### config.mk
export PLATFORM = sky130hd
export DESIGN_NAME = resa_isqrt
export DESIGN_NICKNAME = d
export VERILOG_FILES = /design/src/hdl/radiative_edge_sucv_assembly_top_defines.svh /design/src/hdl/resa_pkg.sv /design/src/hdl/resa_isqrt.sv
export SDC_FILE = /design/constraint.sdc
export NUM_CORES = 2
export LEC_CHECK = 0
export ABC_CLOCK_PERIOD_IN_PS = 6500
export BUFFER_PORTS_ARGS = -buffer_cell sky130_fd_sc_hd__buf_4
export CORE_UTILIZATION = 55
export DETAILED_ROUTE_END_ITERATION = 16
export PLACE_DENSITY_LB_ADDON = 0.3
export SLEW_MARGIN = 0
export SYNTH_ARGS = -nofsm -noshare
export SYNTH_HDL_FRONTEND = slang
export SYNTH_MEMORY_MAX_BITS = 65536
export SYNTH_SLANG_ARGS = --single-unit
export TNS_END_PERCENT = 10
### constraint.sdc
create_clock -name clk -period 6.5 [get_ports clk]
set_input_delay 0 -clock clk [delete_from_list [all_inputs] [get_ports clk]]
set_output_delay 0 -clock clk [all_outputs]
set_load 0.01 [all_outputs]
### src/hdl/radiative_edge_sucv_assembly_top_defines.svh
// Assertion macros shared by the edge assembly design.
// Both macros sample on clk and are disabled while arst_n is low.
`ifndef RADIATIVE_EDGE_SUCV_ASSEMBLY_TOP_DEFINES_SVH
`define RADIATIVE_EDGE_SUCV_ASSEMBLY_TOP_DEFINES_SVH

// The consequent must hold in the same cycle as the antecedent.
`define RESA_ASSERT_IMPL(label, ante, cons) \
	label: assert property (@(posedge clk) disable iff (!arst_n) (ante) |-> (cons)) \
		else $error("edge assembly assertion failed");

// The consequent must hold in the cycle after the antecedent.
`define RESA_ASSERT_NEXT(label, ante, cons) \
	label: assert property (@(posedge clk) disable iff (!arst_n) (ante) |=> (cons)) \
		else $error("edge assembly assertion failed");

`endif

### src/hdl/resa_pkg.sv
package resa_pkg;

	// Fixed point format: Q15.16 in 32 bits.
	localparam int FRAC_BITS = 16;
	localparam int MAX_DIMS = 3;

	// Iterative units produce one result bit per stage.
	localparam int ITER = 32;
	localparam int UNIT_LAT = ITER + 1;

	// 1/(8*pi) scaled by 2^32.
	localparam logic signed [31:0] INV8PI_Q32 = 32'sd170891319;

	localparam logic [1:0] REG_ORD_X = 2'd0;
	localparam logic [1:0] REG_ORD_Y = 2'd1;
	localparam logic [1:0] REG_ORD_Z = 2'd2;
	localparam logic [1:0] REG_DIMS  = 2'd3;

	localparam logic [1:0] ST_OK    = 2'd0;
	localparam logic [1:0] ST_DEGEN = 2'd1;
	localparam logic [1:0] ST_SAT   = 2'd2;

	localparam logic signed [31:0] Q_MAX = 32'sh7fffffff;
	localparam logic signed [31:0] Q_MIN = 32'sh80000000;

	function automatic logic signed [63:0] sx64(input logic signed [31:0] x);
		sx64 = {{32{x[31]}}, x};
	endfunction

	function automatic logic signed [63:0] smul(input logic signed [31:0] a,
		input logic signed [31:0] b);
		smul = sx64(a) * sx64(b);
	endfunction

	function automatic logic ovf32(input logic signed [63:0] x);
		ovf32 = !((&x[63:31]) || !(|x[63:31]));
	endfunction

	function automatic logic signed [31:0] sat32(input logic signed [63:0] x);
		if (ovf32(x)) begin
			sat32 = x[63] ? Q_MIN : Q_MAX;
		end else begin
			sat32 = x[31:0];
		end
	endfunction

	function automatic logic [31:0] abs32(input logic signed [31:0] x);
		abs32 = x[31] ? 32'(-x) : x;
	endfunction

	function automatic logic [63:0] abs64(input logic signed [63:0] x);
		abs64 = x[63] ? 64'(-x) : x;
	endfunction

endpackage

### src/hdl/resa_isqrt.sv
module resa_isqrt (
	input  logic        clk,
	input  logic        en,
	input  logic [63:0] radicand,
	output logic [31:0] root
);

	typedef struct packed {
		logic [63:0] v;
		logic [31:0] r;
		logic [34:0] rem;
	} sq_stage_t;

	sq_stage_t st [0:resa_pkg::ITER];

	always_ff @(posedge clk) begin
		if (en) begin
			st[0] <= '{v: radicand, r: '0, rem: '0};
		end
	end

	// One root bit per stage, two radicand bits shifted in each time.
	for (genvar k = 0; k < resa_pkg::ITER; k++) begin : g_step
		logic [34:0] rem_sh;
		logic [34:0] trial;
		logic        ge;

		assign rem_sh = {st[k].rem[32:0], st[k].v[63:62]};
		assign trial  = {1'b0, st[k].r, 2'b01};
		assign ge     = rem_sh >= trial;

		always_ff @(posedge clk) begin
			if (en) begin
				st[k+1].v   <= {st[k].v[61:0], 2'b00};
				st[k+1].r   <= {st[k].r[30:0], ge};
				st[k+1].rem <= ge ? rem_sh - trial : rem_sh;
			end
		end
	end

	assign root = st[resa_pkg::ITER].r;

endmodule

==> results.sh <==
export IMPL_fill_cells=15889
export IMPL_crit_arrival_ns=5.14
export IMPL_drt_iter0_drc=6063
export IMPL_ys_ff_latch=2558
export IMPL_grt_max_degree=174
export IMPL_crit_chain="or4_1 > or4_1 > or3_1 > or2_1 > nor4_1 > and3_1 > inv_2 > o211ai_1 > nor3_1 > xor2_1"
export IMPL_hpwl_mm=167.1
export IMPL_vias=71005
export IMPL_core_mm2=0.2127
export IMPL_synth_cells=9053
export IMPL_rsz0062_at_grt="false"
export IMPL_syn2layout_area_growth_pct=12.10
export IMPL_synth_edff_count=2558
export IMPL_grtUsageTotal_pct=21.67
export IMPL_async_flop_share_pct=0
export IMPL_yosysWarnings=0
export IMPL_setup_viol=0
export IMPL_fin_skew_ns=0.04770
export IMPL_min_period_ns=4.523
export IMPL_cp_required_ns=7.12
export IMPL_endpoint_kind="flop"
export IMPL_cp_num_buf_inv=1
export IMPL_cap_violations=0
export IMPL_max_stage_delay_ns=0.71
export IMPL_mostFrequentLayoutCells="edfxtp_1 (2,558), inv_1 (717), nand2_1 (628), ha_1 (561), a21oi_1 (542)"
export IMPL_pre_cts_slack_ns=2.012
export IMPL_syn_area_mm2=0.1180
export IMPL_largest_register="st"
export IMPL_largest_register_ffs=2558
export IMPL_worst_pin_slew_ns=1.253
export IMPL_crit_fanout=20
export IMPL_die_h_um=465.2
export IMPL_synth_avg_cell_area_um2=13.03
export IMPL_fp_dieArea_mm2=0.2164
export IMPL_row_count=169
export IMPL_synth_area_leaders="edfxtp_1 (65%), ha_1 (5.9%), xor2_1 (3.0%)"
export IMPL_clk_pin_slew_ns=0.06
export IMPL_finalMaxSlewViolations=0
export IMPL_start_util_pct=55.47
export IMPL_htreeDepth=5
export IMPL_ant_nets=0
export IMPL_root_buffer="clkbuf_16"
export IMPL_p_leak_nw=50.56
export IMPL_synth_distinct_cells=89
export IMPL_ir_drop_v=0.0002677
export IMPL_finalSetupTns_ns=0
export IMPL_globalRouteOverflowTotal=0
export IMPL_io_buffers=97
export IMPL_layout_core_utilization_pct=62.18
export IMPL_cts_made_buffers=287
export IMPL_final_common_cell="edfxtp_1"
export IMPL_path_delay_family="simple AND/OR/NAND/NOR gates"
export IMPL_slew_limit_headroom_pct=15.39
export IMPL_detail_route_vias_per_cell=5.696
export IMPL_drc=0
export IMPL_cts_tree="yes"
export IMPL_crit_type="reg -> reg"
export IMPL_antenna_found_initial=1
export IMPL_synth_top_area_cell="edfxtp_1"
export IMPL_clockBufferDepth=4
export IMPL_slowest_stage="and3_1"
export IMPL_synthesis_nets=9680
export IMPL_dr_pass1_iters=8
export IMPL_final_layout_size_suffix_gt1_share_pct=6.834
export IMPL_wirelength_mm=236.7
export IMPL_finalHoldViolCount=0
export IMPL_reg_largest_list="st x2558"
export IMPL_fin_nets=10076
export IMPL_p_per_area_mw_per_mm2=351.1
export IMPL_critPathLaunchType="flop"
export IMPL_timing_final_crit_share_pct=69.59
export IMPL_worstSkewPairLatency_ns=0.92
export IMPL_grt_pass1_wl_mm=374.5
export IMPL_status="finished clean"
export IMPL_place_congestion=0.9320
export IMPL_timing_fmax_mhz=221.1
export IMPL_grt_pass1_vias=69640
export IMPL_die_w_um=465.2
export IMPL_detail_route_wl_per_cell_um=18.99
export IMPL_hold_class="in -> reg"
export IMPL_crit_top_cell="or4_1"
export IMPL_synth_top_area_share_pct=65.10
export IMPL_fin_ws_ns=1.977
export IMPL_yosysSeqAreaShare_pct=65.10
export IMPL_ios=98
export IMPL_holdWs_ns=0.2912
export IMPL_synth_flop_cell="edfxtp_1"
export IMPL_cts_sinks=2558
[power by group]
part	internal (mW)	total [mW]	switching, mW
Clock	8.91	15.1	6.16
Combinational	3.87	9.26	5.39
Sequential	20.8	22.1	1.33
[per-layer routing]
metal,up-vias,wire length [um],global-route usage [%]
li1,34376,-,-
met1,34215,102300,28.51
met2,1858,115300,36.67
met3,556,9943,2.766
met4,0,9091,8.414
met5,-,0,0
[stage by stage]
| step | instances | instance area (um2) | total power, mW |
|---|---|---|---|
| floorplan | 9053 | 118000 | 28.59 |
| CTS | 12464 | 132300 | 46.75 |
| global route | 12465 | 132300 | 48.62 |
| global placement | 11852 | 122300 | 31.25 |
| finish | 12465 | 132300 | 46.45 |
| detailed placement | 11852 | 122300 | 31.51 |
[path summary, 6_finish.rpt]
| path | start | cells after the start | to | slack [ns] |
|---|---|---|---|---|
| setup reg to reg | st[8][19]$_DFFE_PP_ | 10 | st[9][28]$_DFFE_PP_ | 1.98 |
| hold reg to reg | st[12][103]$_DFFE_PP_ | 0 | st[13][105]$_DFFE_PP_ | 0.40 |
| hold / removal | en | 2 | st[0][70]$_DFFE_PP_ | 0.29 |
| setup / recovery | st[8][19]$_DFFE_PP_ | 10 | st[9][28]$_DFFE_PP_ | 1.98 |
[cells in the mapped netlist, types with 22 or more instances]
cell type  instances
edfxtp_1        2558
inv_1            717
nand2_1          628
ha_1             561
a21oi_1          543
nor2_1           497
xor2_1           405
o21ai_0          395
xnor2_1          391
nor3_1           232
a21o_1           231
nand3_1          173
clkbuf_1         156
nor4_1           135
o21ai_1          110
o21a_1           104
nand2b_1         103
or3_1             97
nand4_1           90
nor2b_1           79
o31ai_1           67
mux2_2            63
and3_1            58
or4_1             58
a31oi_1           52
o21bai_1          52
a211oi_1          40
o211ai_1          32
or2_2             30
nand3b_1          23
and2_1            22
[cell families (layout without fill, tap and decap cells)]
| logic type | after synthesis | after routing | share of synthesized area (%) |
|---|---|---|---|
| flops | 2558 | 2558 | 65.10 |
| simple gates | 2306 | 2306 | 9.640 |
| compound gates | 1839 | 1839 | 9.644 |
| buf+inv | 896 | 1486 | 2.859 |
| xor+xnor | 796 | 796 | 5.908 |
| fa+ha+maj | 561 | 561 | 5.948 |
| mux | 96 | 96 | 0.9023 |
| other cells | 1 | 2 | 0.003178 |
[cell type report]
class,instances,area [um2],area share [%]
Timing Repair Buffer,276,2590,1.958
Clock buffer,352,7575,5.726
Multi-Input combinational cell,5599,37950,28.69
Tap cell,2821,3530,2.668
Inverter,727,2729,2.063
Clock inverter,131,1087,0.8220
Antenna cell,1,2.502,0.001892
Sequential cell,2558,76810,58.07
[worst reg2reg max path, stage by stage, from the launching register on]
cell and delay [ns]:
edfxtp_1 0.42, or4_1 0.61, or4_1 0.55, or3_1 0.35, or2_1 0.27, nor4_1 0.47
and3_1 0.71, inv_2 0.08, o211ai_1 0.48, nor3_1 0.15, xor2_1 0.19
[what timing repair did]
action | CTS | global route
buffers inserted | 0 | 0
hold buffers | 129 | 0
endpoints found under the setup margin | 0 | 0
resized for setup | 0 | 0
endpoints found under the hold margin | 212 | 0
No activity file was read; power rests on OpenSTA's default activity.
